===== config.mk =====
export PLATFORM = sky130hd
export DESIGN_NAME = stream_slot_priority_allocator
export DESIGN_NICKNAME = d
export VERILOG_FILES = /design/src/rtl/core/ssp_pkg.sv /design/src/rtl/core/ssp_unit.sv /design/src/rtl/core/stream_slot_priority_allocator.sv
export SDC_FILE = /design/constraint.sdc
export NUM_CORES = 1
export LEC_CHECK = 0
export BUFFER_PORTS_ARGS = -buffer_cell sky130_fd_sc_hd__buf_2
export CORE_MARGIN = 5
export CORE_UTILIZATION = 61
export DETAILED_ROUTE_END_ITERATION = 12
export PLACE_DENSITY = 0.75
export SLEW_MARGIN = 30
export SYNTH_ARGS = -nofsm -noshare
export SYNTH_HDL_FRONTEND = slang
export SYNTH_SLANG_ARGS = --single-unit

===== constraint.sdc =====
create_clock -name clk -period 7.2 [get_ports clk]
set_input_delay 1.44 -clock clk [delete_from_list [all_inputs] [get_ports clk]]
set_output_delay 1.44 -clock clk [all_outputs]
set_load 0.02 [all_outputs]

===== src/rtl/core/ssp_pkg.sv =====
// Shared types and constants of the stream slot priority allocator.
package ssp_pkg;

  // Width of the slot and level scan counters; holds values up to 31.
  localparam int CNT_W   = 5;
  localparam int ID_W    = 32;
  localparam int TALLY_W = 12;
  localparam int CTR_W   = 8;

  typedef enum logic [3:0] {
    CMD_ALLOC       = 4'd0,
    CMD_SET_PRI     = 4'd1,
    CMD_REMOVE      = 4'd2,
    CMD_FREE        = 4'd3,
    CMD_STATUS      = 4'd4,
    CMD_CLEAR       = 4'd5,
    CMD_COUNT_BELOW = 4'd6,
    CMD_FIND        = 4'd7,
    CMD_COUNT_RUN   = 4'd8
  } cmd_t;

  typedef enum logic [1:0] {
    UOP_CMP,
    UOP_ADD,
    UOP_INC,
    UOP_DEC
  } uop_t;

  typedef enum logic [3:0] {
    S_IDLE,
    S_ALLOC_SLOTS,
    S_ALLOC_LEVELS,
    S_ALLOC_FINISH,
    S_LEAVE,
    S_JOIN,
    S_FREE,
    S_STATUS,
    S_CLEAR,
    S_COUNT_BELOW,
    S_FIND,
    S_COUNT_RUN,
    S_REPLY
  } state_t;

  typedef struct packed {
    uop_t            op;
    logic [ID_W-1:0] a;
    logic [ID_W-1:0] b;
  } unit_req_t;

  typedef struct packed {
    logic [TALLY_W-1:0] res;
    logic               flag;
  } unit_rsp_t;

endpackage


===== src/rtl/core/ssp_unit.sv =====
// Shared compare, add and saturating counter unit of the allocator.
module ssp_unit
  import ssp_pkg::*;
(
  input  unit_req_t req,
  output unit_rsp_t rsp
);

  always_comb begin
    rsp = '0;
    case (req.op)
      UOP_CMP: begin
        rsp.flag = (req.a == req.b);
      end
      UOP_ADD: begin
        rsp.res = req.a[TALLY_W-1:0] + req.b[TALLY_W-1:0];
      end
      UOP_INC: begin
        // The flag marks a counter that was zero, so the new value is one.
        rsp.flag = (req.a[CTR_W-1:0] == '0);
        rsp.res  = {4'd0, (req.a[CTR_W-1:0] == 8'hFF) ? 8'hFF
                                                      : req.a[CTR_W-1:0] + 8'd1};
      end
      UOP_DEC: begin
        // The flag marks a counter that was already zero and stays there.
        rsp.flag = (req.a[CTR_W-1:0] == '0);
        rsp.res  = {4'd0, (req.a[CTR_W-1:0] == '0) ? 8'd0
                                                   : req.a[CTR_W-1:0] - 8'd1};
      end
      default: begin
        rsp = '0;
      end
    endcase
  end

endmodule


===== src/rtl/core/stream_slot_priority_allocator.sv =====
// Top level of the stream slot priority allocator: slot table, level lists and sequencer.
//
//   channel   ports                          handshake
//   -------   ----------------------------   -------------------------------------
//   command   in_command .. in_scanned_flag  beat taken at an edge with start && !busy
//   result    out_found .. out_wake          beat shown for one cycle with out_valid
//
// Every command beat gives exactly one result beat. busy rises at the edge that takes
// the command and falls after the cycle in which out_valid is high, so the next
// command can be taken in the cycle that follows the result.
// Allocate walks the slots one per cycle and then, if needed, the lower priority
// levels one per cycle. Set priority and remove pass through a leave step and a
// join step, count below walks the levels under the given one, find id and count
// running walk the slots, free, status and clear update the table directly, and the
// unused codes go straight to the result.
// The single shared compare/add unit sets this pace: each slot scan and count step
// uses it once, and the level scan reads one level list per cycle.
// Reset is synchronous; it clears the table, the level lists and counters (level 0
// starts holding NUM_SLOTS) and the active stream count. The receiver cannot stall.
module stream_slot_priority_allocator
  import ssp_pkg::*;
#(
  parameter int NUM_SLOTS  = 4,
  parameter int NUM_LEVELS = 11
) (
  input  logic        clk,
  input  logic        rst_n,
  input  logic        start,
  output logic        busy,
  input  logic [3:0]  in_command,
  input  logic [1:0]  in_slot,
  input  logic [3:0]  in_level,
  input  logic [31:0] in_stream_id,
  input  logic        in_locked_flag,
  input  logic        in_running_flag,
  input  logic        in_scanned_flag,
  output logic        out_valid,
  output logic        out_found,
  output logic [1:0]  out_chosen_slot,
  output logic [11:0] out_tally,
  output logic        out_underflow,
  output logic        out_wake
);

  localparam int SLOT_W = (NUM_SLOTS > 1) ? $clog2(NUM_SLOTS) : 1;
  localparam int LVL_W  = $clog2(NUM_LEVELS);

  // Sequencer state.
  state_t             state_r, state_nxt;
  logic [CNT_W-1:0]   idx_r, idx_nxt;
  logic [CNT_W-1:0]   lcnt_r, lcnt_nxt;
  logic               sel_found_r, sel_found_nxt;
  logic               free_found_r, free_found_nxt;

  // Slot table, level lists and counters.
  logic [ID_W-1:0]      ident_r [NUM_SLOTS];
  logic [ID_W-1:0]      ident_nxt [NUM_SLOTS];
  logic [LVL_W-1:0]     slevel_r [NUM_SLOTS];
  logic [LVL_W-1:0]     slevel_nxt [NUM_SLOTS];
  logic [NUM_SLOTS-1:0] scanned_r, scanned_nxt;
  logic [NUM_SLOTS-1:0] locked_r, locked_nxt;
  logic [NUM_SLOTS-1:0] running_r, running_nxt;
  logic [NUM_SLOTS-1:0] members_r [NUM_LEVELS];
  logic [NUM_SLOTS-1:0] members_nxt [NUM_LEVELS];
  logic [CTR_W-1:0]     counts_r [NUM_LEVELS];
  logic [CTR_W-1:0]     counts_nxt [NUM_LEVELS];
  logic [CTR_W-1:0]     active_r, active_nxt;

  // Latched command beat and working payload.
  logic [1:0]         cslot_r, cslot_nxt;
  logic [3:0]         lvl_r, lvl_nxt;
  logic [ID_W-1:0]    id_r, id_nxt;
  logic               lock_in_r, lock_in_nxt;
  logic               run_in_r, run_in_nxt;
  logic               scan_in_r, scan_in_nxt;
  logic               join_member_r, join_member_nxt;
  logic [SLOT_W-1:0]  sel_r, sel_nxt;
  logic [SLOT_W-1:0]  free_idx_r, free_idx_nxt;

  // Result registers.
  logic               found_r, found_nxt;
  logic [1:0]         chosen_r, chosen_nxt;
  logic [TALLY_W-1:0] tally_r, tally_nxt;
  logic               under_r, under_nxt;
  logic               wake_r, wake_nxt;

  // Shared unit.
  unit_req_t ureq;
  unit_rsp_t ursp;

  logic               accept;
  logic               slot_ok;
  logic [SLOT_W-1:0]  sidx;
  logic [SLOT_W-1:0]  tgt;
  logic [LVL_W-1:0]   lidx;
  logic [LVL_W-1:0]   lvl_clamped;
  logic [LVL_W-1:0]   p_old;
  logic [LVL_W-1:0]   np;
  logic [CNT_W-1:0]   lnext;
  logic               last_slot;
  logic               last_level;
  logic               mark_ok;
  logic [NUM_SLOTS-1:0] mem_vec;
  logic [NUM_SLOTS-1:0] unl_vec;

  // Lowest set bit of a slot mask.
  function automatic logic [SLOT_W-1:0] first_set(input logic [NUM_SLOTS-1:0] v);
    logic [SLOT_W-1:0] r;
    r = '0;
    for (int i = NUM_SLOTS - 1; i >= 0; i--) begin
      if (v[i]) begin
        r = SLOT_W'(i);
      end
    end
    return r;
  endfunction

  // Highest set bit of a slot mask: the last member seen in a walk upward.
  function automatic logic [SLOT_W-1:0] last_set(input logic [NUM_SLOTS-1:0] v);
    logic [SLOT_W-1:0] r;
    r = '0;
    for (int i = 0; i < NUM_SLOTS; i++) begin
      if (v[i]) begin
        r = SLOT_W'(i);
      end
    end
    return r;
  endfunction

  ssp_unit u_unit (
    .req (ureq),
    .rsp (ursp)
  );

  assign busy   = (state_r != S_IDLE);
  assign accept = start && !busy;

  assign slot_ok     = ({3'd0, in_slot} < CNT_W'(NUM_SLOTS));
  assign sidx        = idx_r[SLOT_W-1:0];
  assign tgt         = SLOT_W'(cslot_r);
  assign lidx        = lcnt_r[LVL_W-1:0];
  assign lvl_clamped = ({1'b0, lvl_r} >= CNT_W'(NUM_LEVELS)) ? LVL_W'(NUM_LEVELS - 1)
                                                             : LVL_W'(lvl_r);
  assign p_old       = slevel_r[tgt];
  assign np          = join_member_r ? lvl_clamped : '0;
  assign lnext       = lcnt_r + CNT_W'(1);
  assign last_slot   = (idx_r == CNT_W'(NUM_SLOTS - 1));
  // The level walks stop below the requester level and below NUM_LEVELS.
  assign last_level  = (lnext >= {1'b0, lvl_r}) || (lnext >= CNT_W'(NUM_LEVELS));
  assign mark_ok     = !scanned_r[sidx] && !locked_r[sidx] && !running_r[sidx];
  assign mem_vec     = members_r[lidx];
  assign unl_vec     = mem_vec & ~locked_r;

  always_comb begin
    state_nxt       = state_r;
    idx_nxt         = idx_r;
    lcnt_nxt        = lcnt_r;
    sel_found_nxt   = sel_found_r;
    free_found_nxt  = free_found_r;
    ident_nxt       = ident_r;
    slevel_nxt      = slevel_r;
    scanned_nxt     = scanned_r;
    locked_nxt      = locked_r;
    running_nxt     = running_r;
    members_nxt     = members_r;
    counts_nxt      = counts_r;
    active_nxt      = active_r;
    cslot_nxt       = cslot_r;
    lvl_nxt         = lvl_r;
    id_nxt          = id_r;
    lock_in_nxt     = lock_in_r;
    run_in_nxt      = run_in_r;
    scan_in_nxt     = scan_in_r;
    join_member_nxt = join_member_r;
    sel_nxt         = sel_r;
    free_idx_nxt    = free_idx_r;
    found_nxt       = found_r;
    chosen_nxt      = chosen_r;
    tally_nxt       = tally_r;
    under_nxt       = under_r;
    wake_nxt        = wake_r;
    ureq.op         = UOP_CMP;
    ureq.a          = '0;
    ureq.b          = '0;

    case (state_r)
      S_IDLE: begin
        if (accept) begin
          cslot_nxt       = in_slot;
          lvl_nxt         = in_level;
          id_nxt          = in_stream_id;
          lock_in_nxt     = in_locked_flag;
          run_in_nxt      = in_running_flag;
          scan_in_nxt     = in_scanned_flag;
          join_member_nxt = (cmd_t'(in_command) == CMD_SET_PRI);
          idx_nxt         = '0;
          lcnt_nxt        = '0;
          sel_found_nxt   = 1'b0;
          free_found_nxt  = 1'b0;
          found_nxt       = 1'b0;
          chosen_nxt      = '0;
          tally_nxt       = '0;
          under_nxt       = 1'b0;
          wake_nxt        = 1'b0;
          case (cmd_t'(in_command))
            CMD_ALLOC:       state_nxt = S_ALLOC_SLOTS;
            CMD_SET_PRI:     state_nxt = slot_ok ? S_LEAVE : S_REPLY;
            CMD_REMOVE:      state_nxt = slot_ok ? S_LEAVE : S_REPLY;
            CMD_FREE:        state_nxt = slot_ok ? S_FREE : S_REPLY;
            CMD_STATUS:      state_nxt = slot_ok ? S_STATUS : S_REPLY;
            CMD_CLEAR:       state_nxt = S_CLEAR;
            CMD_COUNT_BELOW: state_nxt = (in_level != '0) ? S_COUNT_BELOW : S_REPLY;
            CMD_FIND:        state_nxt = (in_stream_id != '0) ? S_FIND : S_REPLY;
            CMD_COUNT_RUN:   state_nxt = S_COUNT_RUN;
            default:         state_nxt = S_REPLY;
          endcase
        end
      end

      S_ALLOC_SLOTS: begin
        // A free id wins at once; otherwise remember the first idle, unlocked slot.
        ureq.op = UOP_CMP;
        ureq.a  = ident_r[sidx];
        ureq.b  = '0;
        if (ursp.flag) begin
          sel_nxt       = sidx;
          sel_found_nxt = 1'b1;
          state_nxt     = S_ALLOC_FINISH;
        end else begin
          if (mark_ok && !free_found_r) begin
            free_found_nxt = 1'b1;
            free_idx_nxt   = sidx;
          end
          if (last_slot) begin
            if (free_found_r || mark_ok) begin
              sel_nxt       = free_found_r ? free_idx_r : sidx;
              sel_found_nxt = 1'b1;
              state_nxt     = S_ALLOC_FINISH;
            end else if (lvl_r != '0) begin
              lcnt_nxt  = '0;
              state_nxt = S_ALLOC_LEVELS;
            end else begin
              state_nxt = S_REPLY;
            end
          end else begin
            idx_nxt = idx_r + CNT_W'(1);
          end
        end
      end

      S_ALLOC_LEVELS: begin
        // One level list per cycle: an unlocked member ends the walk, otherwise
        // the last member seen so far stands as the fallback choice.
        if (unl_vec != '0) begin
          sel_nxt       = first_set(unl_vec);
          sel_found_nxt = 1'b1;
          state_nxt     = S_ALLOC_FINISH;
        end else begin
          if (mem_vec != '0) begin
            sel_nxt       = last_set(mem_vec);
            sel_found_nxt = 1'b1;
          end
          if (last_level) begin
            state_nxt = (sel_found_r || (mem_vec != '0)) ? S_ALLOC_FINISH : S_REPLY;
          end else begin
            lcnt_nxt = lnext;
          end
        end
      end

      S_ALLOC_FINISH: begin
        ureq.op    = UOP_INC;
        ureq.a     = ID_W'(active_r);
        active_nxt = ursp.res[CTR_W-1:0];
        wake_nxt   = ursp.flag;
        found_nxt  = 1'b1;
        chosen_nxt = 2'(sel_r);
        state_nxt  = S_REPLY;
      end

      S_LEAVE: begin
        members_nxt[p_old][tgt] = 1'b0;
        ureq.op                 = UOP_DEC;
        ureq.a                  = ID_W'(counts_r[p_old]);
        counts_nxt[p_old]       = ursp.res[CTR_W-1:0];
        under_nxt               = ursp.flag;
        state_nxt               = S_JOIN;
      end

      S_JOIN: begin
        // Set priority joins the new level; remove only credits level 0.
        ureq.op        = UOP_INC;
        ureq.a         = ID_W'(counts_r[np]);
        counts_nxt[np] = ursp.res[CTR_W-1:0];
        if (join_member_r) begin
          members_nxt[np][tgt] = 1'b1;
          slevel_nxt[tgt]      = np;
        end
        state_nxt = S_REPLY;
      end

      S_FREE: begin
        ident_nxt[tgt]   = '0;
        slevel_nxt[tgt]  = '0;
        scanned_nxt[tgt] = 1'b0;
        locked_nxt[tgt]  = 1'b0;
        running_nxt[tgt] = 1'b0;
        ureq.op          = UOP_DEC;
        ureq.a           = ID_W'(active_r);
        active_nxt       = ursp.res[CTR_W-1:0];
        state_nxt        = S_REPLY;
      end

      S_STATUS: begin
        ident_nxt[tgt]   = id_r;
        locked_nxt[tgt]  = lock_in_r;
        running_nxt[tgt] = run_in_r;
        scanned_nxt[tgt] = scan_in_r;
        state_nxt        = S_REPLY;
      end

      S_CLEAR: begin
        scanned_nxt = '0;
        state_nxt   = S_REPLY;
      end

      S_COUNT_BELOW: begin
        ureq.op   = UOP_ADD;
        ureq.a    = ID_W'(tally_r);
        ureq.b    = ID_W'(counts_r[lidx]);
        tally_nxt = ursp.res;
        if (last_level) begin
          state_nxt = S_REPLY;
        end else begin
          lcnt_nxt = lnext;
        end
      end

      S_FIND: begin
        ureq.op = UOP_CMP;
        ureq.a  = ident_r[sidx];
        ureq.b  = id_r;
        if (ursp.flag) begin
          found_nxt  = 1'b1;
          chosen_nxt = 2'(sidx);
          state_nxt  = S_REPLY;
        end else if (last_slot) begin
          state_nxt = S_REPLY;
        end else begin
          idx_nxt = idx_r + CNT_W'(1);
        end
      end

      S_COUNT_RUN: begin
        ureq.op   = UOP_ADD;
        ureq.a    = ID_W'(tally_r);
        ureq.b    = ID_W'(running_r[sidx]);
        tally_nxt = ursp.res;
        if (last_slot) begin
          state_nxt = S_REPLY;
        end else begin
          idx_nxt = idx_r + CNT_W'(1);
        end
      end

      S_REPLY: begin
        state_nxt = S_IDLE;
      end

      default: begin
        state_nxt = S_IDLE;
      end
    endcase
  end

  always_ff @(posedge clk) begin
    if (!rst_n) begin
      state_r      <= S_IDLE;
      idx_r        <= '0;
      lcnt_r       <= '0;
      sel_found_r  <= 1'b0;
      free_found_r <= 1'b0;
      for (int i = 0; i < NUM_SLOTS; i++) begin
        ident_r[i]  <= '0;
        slevel_r[i] <= '0;
      end
      scanned_r <= '0;
      locked_r  <= '0;
      running_r <= '0;
      for (int p = 0; p < NUM_LEVELS; p++) begin
        members_r[p] <= '0;
        counts_r[p]  <= (p == 0) ? CTR_W'(NUM_SLOTS) : '0;
      end
      active_r <= '0;
    end else begin
      state_r      <= state_nxt;
      idx_r        <= idx_nxt;
      lcnt_r       <= lcnt_nxt;
      sel_found_r  <= sel_found_nxt;
      free_found_r <= free_found_nxt;
      ident_r      <= ident_nxt;
      slevel_r     <= slevel_nxt;
      scanned_r    <= scanned_nxt;
      locked_r     <= locked_nxt;
      running_r    <= running_nxt;
      members_r    <= members_nxt;
      counts_r     <= counts_nxt;
      active_r     <= active_nxt;
    end
  end

  always_ff @(posedge clk) begin
    cslot_r       <= cslot_nxt;
    lvl_r         <= lvl_nxt;
    id_r          <= id_nxt;
    lock_in_r     <= lock_in_nxt;
    run_in_r      <= run_in_nxt;
    scan_in_r     <= scan_in_nxt;
    join_member_r <= join_member_nxt;
    sel_r         <= sel_nxt;
    free_idx_r    <= free_idx_nxt;
    found_r       <= found_nxt;
    chosen_r      <= chosen_nxt;
    tally_r       <= tally_nxt;
    under_r       <= under_nxt;
    wake_r        <= wake_nxt;
  end

  assign out_valid       = (state_r == S_REPLY);
  assign out_found       = found_r;
  assign out_chosen_slot = chosen_r;
  assign out_tally       = tally_r;
  assign out_underflow   = under_r;
  assign out_wake        = wake_r;

  // A result beat lasts exactly one cycle and the block is idle right after it.
  a_reply_single: assert property (@(posedge clk) disable iff (!rst_n)
    out_valid |=> !out_valid && !busy)
    else $error("result strobe held longer than one cycle");

  // A taken command always keeps the block busy in the following cycle.
  a_accept_busy: assert property (@(posedge clk) disable iff (!rst_n)
    (start && !busy) |=> busy)
    else $error("command taken without the block turning busy");

  // The finishing step of an allocate only runs with a chosen slot.
  a_finish_has_sel: assert property (@(posedge clk) disable iff (!rst_n)
    (state_r == S_ALLOC_FINISH) |-> sel_found_r)
    else $error("allocate finished without a chosen slot");

  // A wake is only reported together with a successful allocation.
  a_wake_found: assert property (@(posedge clk) disable iff (!rst_n)
    (out_valid && out_wake) |-> out_found)
    else $error("wake reported without a found slot");

endmodule


**Yosys cells after proc, flatten, opt, wreduce, memory -nomap -nowiden**

Cells that the tools add are included.

- $add $sub $neg: 5
- Magnitude comparators: 14
- Equal/unequal tests: 41
- Muxes and demuxes: 121
- Bitwise operators: 19
- Reductions and logical operators: 59

Operators with widths:

| cell | number |
|---|---|
| 128-bit one-hot mux with 2 select lines | 1 |
| 34-bit one-hot mux with 6 select lines | 1 |
| 88-bit bitwise mux | 2 |
| 88-bit one-hot mux with 2 select lines | 1 |
| 128-bit bitwise AND | 1 |
| 128-bit bitwise mux | 1 |
| 128-bit inverter | 1 |
| 8-bit binary-select mux with 4-bit select | 3 |
| 32-bit two-way mux | 3 |
| 32-bit one-hot mux with 3 select lines | 1 |
| 44-bit one-hot mux with 2 select lines | 1 |
| 4-bit two-way mux | 20 |
| 8-bit two-way mux | 10 |
| 32-bit binary-select mux with 2-bit select | 1 |
| 32-bit demux with 2-bit select | 1 |
| 8-bit demux with 4-bit select | 2 |
| 4-bit one-hot mux with 8 select lines | 2 |
| 5-bit two-way mux | 9 |
| 44-bit bitwise AND | 1 |
| 44-bit two-way mux | 1 |
| 44-bit inverter | 1 |
| 44-bit OR | 1 |
| 12-bit one-hot mux with 3 select lines | 1 |
| 4-bit demux with 4-bit select | 2 |
| other kinds (70) | 191 |

- Flip-flop bits (word level): 375
- Output and inout port bits: 19
- Logic and storage cells: 312

**Logic depth before layout (Yosys ltp)**

- Word-level depth: 14
- Mapped depth: 22

**Modules after synthesis**

From an unflattened synthesis, not the netlist that was laid out.

- Cell total of the unflattened synthesis: 2094
- Area, all modules: 19715.2 um2

Modules (own cells, without submodules):

| module | instances | cells each | area an instance (um2) | seq. area each (um2) |
|---|---|---|---|---|
| stream_slot_priority_allocator | 1 | 1919 | 18432.7 | 8137.8 |
| ssp_unit | 1 | 175 | 1282.5 | 0.0 |

**Least setup slack after synthesis**

No wires, ideal clock.

- Path type: reg2reg
- From: register lcnt_r[0]
- To: register state_r[0]
- Setup time: 0.116 ns
- Arrival: 5.240 ns
- Data required time: 7.084 ns
- Slack: 1.845 ns
- Cell stages (with the launch flop): 19
- Period minus slack after synthesis: 5.355 ns
- Path through: dfxtp_1 clkbuf_1 clkbuf_1 buf_1 buf_1 mux4_2 mux2i_1 o22ai_1 a22o_1 ha_1 nor4_1 nand3_1 a211oi_1 o311ai_0 a2111oi_4 nor2_1 a211oi_2 o21ai_0 a31o_1

- Word-level cells in the longest chain between the ends: 10
- Elaborated cells on any way between the ends: 28
- Classes of those cells: add/sub: 1; order compare: 2; eq/ne: 4; mux: 14; bitwise: 2; reduce/logical: 5

Ends and longest elaborated chain:

| element | line | text |
|---|---|---|
| start, declared | stream_slot_priority_allocator.sv:51 | `logic [CNT_W-1:0] lcnt_r, lcnt_nxt;` |
| start signal, assigned | stream_slot_priority_allocator.sv:398 | `lcnt_r <= lcnt_nxt;` |
| parallel branches: the longest is 10 deep, another holds 32-bit one-hot mux with 3 select lines | -- |  |
| end signal, assigned | stream_slot_priority_allocator.sv:396 | `state_r <= state_nxt;` |
| end, declared | stream_slot_priority_allocator.sv:49 | `state_t state_r, state_nxt;` |

Parallel ways; which one is timed is not known. The select of a mux whose other input is x is not followed.
A chain may end at the register's enable or synchronous reset.

**Worst setup path after layout**

- From: register cslot_r[0]
- To: register state_r[0]

- Word-level cells in the longest chain between the ends: 13
- Elaborated cells on any way between the ends: 17
- Classes of those cells: eq/ne: 2; mux: 11; bitwise: 2; reduce/logical: 2

Ends and longest elaborated chain:

| element | line | text |
|---|---|---|
| start, declared | stream_slot_priority_allocator.sv:70 | `logic [1:0] cslot_r, cslot_nxt;` |
| start signal, assigned | stream_slot_priority_allocator.sv:413 | `cslot_r <= cslot_nxt;` |
| 2-bit inverter with 3-bit output (implied by the code) * | stream_slot_priority_allocator.sv:144 | `assign p_old = slevel_r[tgt];` |
| 4-bit binary-select mux with 2-bit select * | stream_slot_priority_allocator.sv:144 |  |
| 4-bit two-way mux (implied by the code) * (2 in a row) | stream_slot_priority_allocator.sv:144 |  |
| 4-bit inverter with 5-bit output (implied by the code) * | stream_slot_priority_allocator.sv:284 | `ureq.a = ID_W'(counts_r[p_old]);` |
| 8-bit binary-select mux with 4-bit select * | stream_slot_priority_allocator.sv:284 |  |
| 8-bit two-way mux (implied by the code) * (2 in a row) | stream_slot_priority_allocator.sv:284 |  |
| 34-bit one-hot mux with 6 select lines * | stream_slot_priority_allocator.sv:186 | `case (state_r)` |
| 32-bit equality test / 8-bit zero test (equally long branches) | ssp_unit.sv:13, ssp_unit.sv:20, ssp_unit.sv:26 |  |
| 1-bit one-hot mux with 2 select lines * | ssp_unit.sv:11 | `case (req.op)` |
| 4-bit two-way mux (tied with other cells) | stream_slot_priority_allocator.sv:343 | `if (ursp.flag) begin` |
| 4-bit one-hot mux with 8 select lines / 4-bit AND reduction (equally long branches) | -- |  |

Mark *: on every way between the ends. The rest lies on a longest branch, timed or not. The select of a mux whose other input is x is not followed.

==> results.txt <==
The number of max-slew violations in the final report is 0, and the maximum number of pins on one net before global-route repair is 107. Measured along the x axis, the die boundary spans 187 um. The number of enable-type register cells in the synthesized netlist was 63. The actual slew at the worst max-slew pin came out at 1.03 ns.

The highest ir drop seen on vdd came out at 0.000254 V. The worst path in the final design needs a cycle of 6.12 ns, including I/O delays and setup. The worst register-to-register path has a setup slack of 1.08 ns. The wire-length estimate of the detail-placed layout is 40100 um. The hold buffer count at cts is 0, and the area added between synthesis and finish is 9.89%.

Along the worst hold path, the cell count comes to 2. The total overflow left after global routing is 0. The top cell types in the final layout, fill and taps aside, are 308 x sky130_fd_sc_hd__dfxtp_1, 302 x sky130_fd_sc_hd__nor2_1, 185 x sky130_fd_sc_hd__a21oi_1. Setup violations remaining at the end of the flow were counted as 0. Routability-driven placement finished with a final weighted congestion of 1.01. The number of distinct library cell variants in the gate-level netlist after synthesis was 100. For the first-pass GRT wire length, the log shows 92500 um.

The share of layout cells above drive strength 1 was 14.4%. The startpoint identified for the worst register-to-register timing path is cslot_r[0]. The depth of the worst register-to-register path works out to 18.

The net total in the final layout was 2118. The tools report the count of cells resized by post-cts repair as 0. The worst slew margin relative to its limit was 31.4%.

For hold timing, the worst endpoint is active_r[7]. From bottom edge to top edge, the die measures 187 um. Counting along the longest clock path gives a buffer depth of 3. The total chip power is 6.20 mW, and the max-cap violation count is 0. The count of buffers from port buffering is 66. The global-route usage over all layers came out at 32.3%. The final clock period utilization by the worst path is 85.0%, and the number of DRC violations after detailed routing is 0. The effective utilization at floorplan came out at 62.2%.

The clock reaches the later pin of the worst-skew pair after 0.54 ns. The share of the Yosys chip area taken by registers is 42.5%. The clock transition at the registers of the reported paths was 0.06 ns.

The cell count after synthesis came out at 2070. For this design the ratio of total power to cell area is 295 nW/um^2. Among all flip-flop cells after synthesis, the most frequent one is sky130_fd_sc_hd__dfxtp_1. Detailed routing inserted a total of 17.3k vias. The mean instance size in the synthesized netlist is 9.24 um^2.

The setup path with the least slack is of type reg -> reg. In this run the most critical hold path is launched from active_r[7]. Setup repair after global routing left no endpoint under its margin.

The die covers 35000 um^2. The antenna violation net count after detailed routing was 0; the largest fanout on the critical path was 23. The critical path data required time was 7.63 ns. For this run, the detailed router's first-pass iteration total came to 7. The run finished with clean final reports.

The final layout contains routed wiring with a total length of 58600 um. Critical path capture point type: a register. For this run, the number of Yosys warnings is 0. The cell area that synthesis handed to floorplanning was 19100 um^2. In the routed layout, each cell is associated on average with a via count of 6.98. The tools report the initial antenna violation count as 2. The tools report the row count as 64.

The run gives 2249 as the starting DRC count in detailed routing. The floorplan core area came out at 30700 um^2. After routing, the total negative slack on setup checks comes to 0 ns.

The tools report the hold violation total from the final report as 0. For the worst setup path, the data arrival time is 6.55 ns. The worst register-to-register path ends at state_r[0].

TritonCTS built the clock tree. The worst setup path is launched from a register. The clock arrives with 0.0139 ns of skew. The logs give 0 for the post-CTS setup buffer count and 39 for the number of CTS-inserted buffers.

After detailed routing, the average wire length per cell comes to 23.6 um. The tools report the via count of the first global-routing pass as 16.5k. The post-synthesis async set-or-reset flop share came out at 0%. In this run the clock root is driven by a sky130_fd_sc_hd__clkbuf_16. The number of H-tree branching levels came out at 2.

The kind of path behind the tightest hold check is reg -> reg. Counting every net in the synthesized netlist gives 2139. Clock tree synthesis found a total of 375 sinks. Most common library cell in the layout ignoring fill and taps: sky130_fd_sc_hd__dfxtp_1. For the maximum clock frequency, the log shows 163 MHz.

The leakage power is 7.29 nW, and the flop and latch count out of synthesis is 375. 67 I/O pins were placed.
[registers in the layout, indices dropped and copies added, names as in the netlist, 4 cells and up]
| register | flops |
|---|---|
| lvl_r | 4 |
| lcnt_r | 5 |
| running_r | 4 |
| state_r | 4 |
| scanned_r | 4 |
| out_tally | 12 |
| active_r | 8 |
| locked_r | 4 |
| id_r | 32 |
| members_r | 44 |
| slevel_r | 16 |
| counts_r | 88 |
| idx_r | 5 |
| ident_r | 128 |
[synthesized netlist by cell type, types with 9 or more instances]
| cell | count | area [um^2] |
|---|---|---|
| sky130_fd_sc_hd__a21oi_1 | 185 | 926 |
| sky130_fd_sc_hd__a211oi_1 | 13 | 97.6 |
| sky130_fd_sc_hd__o221a_2 | 18 | 203 |
| sky130_fd_sc_hd__clkbuf_1 | 118 | 443 |
| sky130_fd_sc_hd__o21a_1 | 9 | 67.6 |
| sky130_fd_sc_hd__dfxtp_1 | 312 | 6250 |
| sky130_fd_sc_hd__a22oi_1 | 164 | 1230 |
| sky130_fd_sc_hd__buf_2 | 24 | 120 |
| sky130_fd_sc_hd__mux2i_1 | 82 | 821 |
| sky130_fd_sc_hd__mux4_2 | 60 | 1350 |
| sky130_fd_sc_hd__inv_1 | 55 | 206 |
| sky130_fd_sc_hd__buf_1 | 12 | 45.0 |
| sky130_fd_sc_hd__nor2_1 | 308 | 1160 |
| sky130_fd_sc_hd__xnor2_1 | 14 | 123 |
| sky130_fd_sc_hd__o22ai_1 | 31 | 194 |
| sky130_fd_sc_hd__nor3_1 | 37 | 185 |
| sky130_fd_sc_hd__ha_1 | 20 | 250 |
| sky130_fd_sc_hd__nand2_1 | 88 | 330 |
| sky130_fd_sc_hd__edfxtp_1 | 63 | 1890 |
| sky130_fd_sc_hd__and2_1 | 13 | 81.3 |
| sky130_fd_sc_hd__o32ai_1 | 12 | 105 |
| sky130_fd_sc_hd__nand3_1 | 26 | 130 |
| sky130_fd_sc_hd__nor2b_1 | 15 | 93.8 |
| sky130_fd_sc_hd__nand2b_1 | 18 | 113 |
| sky130_fd_sc_hd__a22o_1 | 11 | 96.3 |
| sky130_fd_sc_hd__nor4_1 | 21 | 131 |
| sky130_fd_sc_hd__o21ai_0 | 142 | 711 |
[area by class of cell]
class | instances | area [um^2]
diodes | 2 | 5.00
clock buffers | 55 | 1130
clock inverters | 17 | 256
fillers | 2433 | 9720
inverters | 58 | 221
multi-input cells | 1475 | 10200
flip-flops and latches | 375 | 8140
well taps | 396 | 495
repair buffers | 100 | 592
[routing by layer]
metal / part of all wire (%) / global-route usage [%] / wire length [um] / vias up
met2: 46 / 51.1 / 27000 / 1124
met1: 39 / 44.6 / 23100 / 8274
met5: 0 / 0 / 0 / -
li1: - / - / - / 7704
met3: 11 / 4.98 / 6220 / 191
met4: 3.8 / 13.1 / 2260 / 0
[worst max-delay path: stages, from the launching register on]
cell,delay [ns]
sky130_fd_sc_hd__edfxtp_1,0.80
sky130_fd_sc_hd__mux4_2,0.86
sky130_fd_sc_hd__buf_4,0.38
sky130_fd_sc_hd__mux2i_1,0.22
sky130_fd_sc_hd__mux2i_1,0.10
sky130_fd_sc_hd__o22ai_1,0.20
sky130_fd_sc_hd__nor3_1,0.09
sky130_fd_sc_hd__nor2_2,0.38
sky130_fd_sc_hd__inv_1,0.18
sky130_fd_sc_hd__ha_1,0.36
sky130_fd_sc_hd__nor4_1,0.29
sky130_fd_sc_hd__nand3_1,0.16
sky130_fd_sc_hd__a211oi_1,0.21
sky130_fd_sc_hd__o311ai_0,0.24
sky130_fd_sc_hd__a2111oi_4,0.59
sky130_fd_sc_hd__nor2_1,0.18
sky130_fd_sc_hd__a211oi_2,0.35
sky130_fd_sc_hd__o21ai_0,0.15
sky130_fd_sc_hd__a31o_1,0.24
[metrics by stage]
stage | util, % | instances | worst slack, ns | hold WS (ns) | area [um^2]
after global routing | 68.4 | 2478 | 0.652 | 0.515 | 21000
final | 68.4 | 2478 | 1.08 | 0.471 | 21000
after detailed placement | 63.8 | 2404 | 1.21 | 0.459 | 19600
after global placement | 63.7 | 2404 | 1.44 | 0.454 | 19600
after CTS | 68.3 | 2476 | 1.19 | 0.469 | 21000
after floorplan | - | 2070 | 1.84 | 0.434 | 19100
[power breakdown]
part	switching, mW	leakage, nW	internal [mW]
registers	0.247	3.11	2.32
clock network	0.856	0.682	1.31
logic	0.979	3.50	0.488
[cell families after synthesis]
group | share of synthesized area [%]
xor+xnor | 0.961
buf+inv | 4.71
compound gates | 24.3
fa+ha+maj | 1.41
simple gates | 14.1
mux | 12.0
flops | 42.5
[worst max path at each step]
stage	startpoint	end	slack, ns	cells past startpoint
after global placement	cslot_r[0]	state_r[0]	1.44	18
final	cslot_r[0]	state_r[0]	1.08	18
after floorplan	lcnt_r[0]	state_r[0]	1.84	18
after CTS	cslot_r[0]	state_r[0]	1.19	18
after detailed placement	cslot_r[0]	state_r[0]	1.21	18
after global routing	cslot_r[0]	state_r[0]	0.65	18
(Power assumes the default switching activity.)
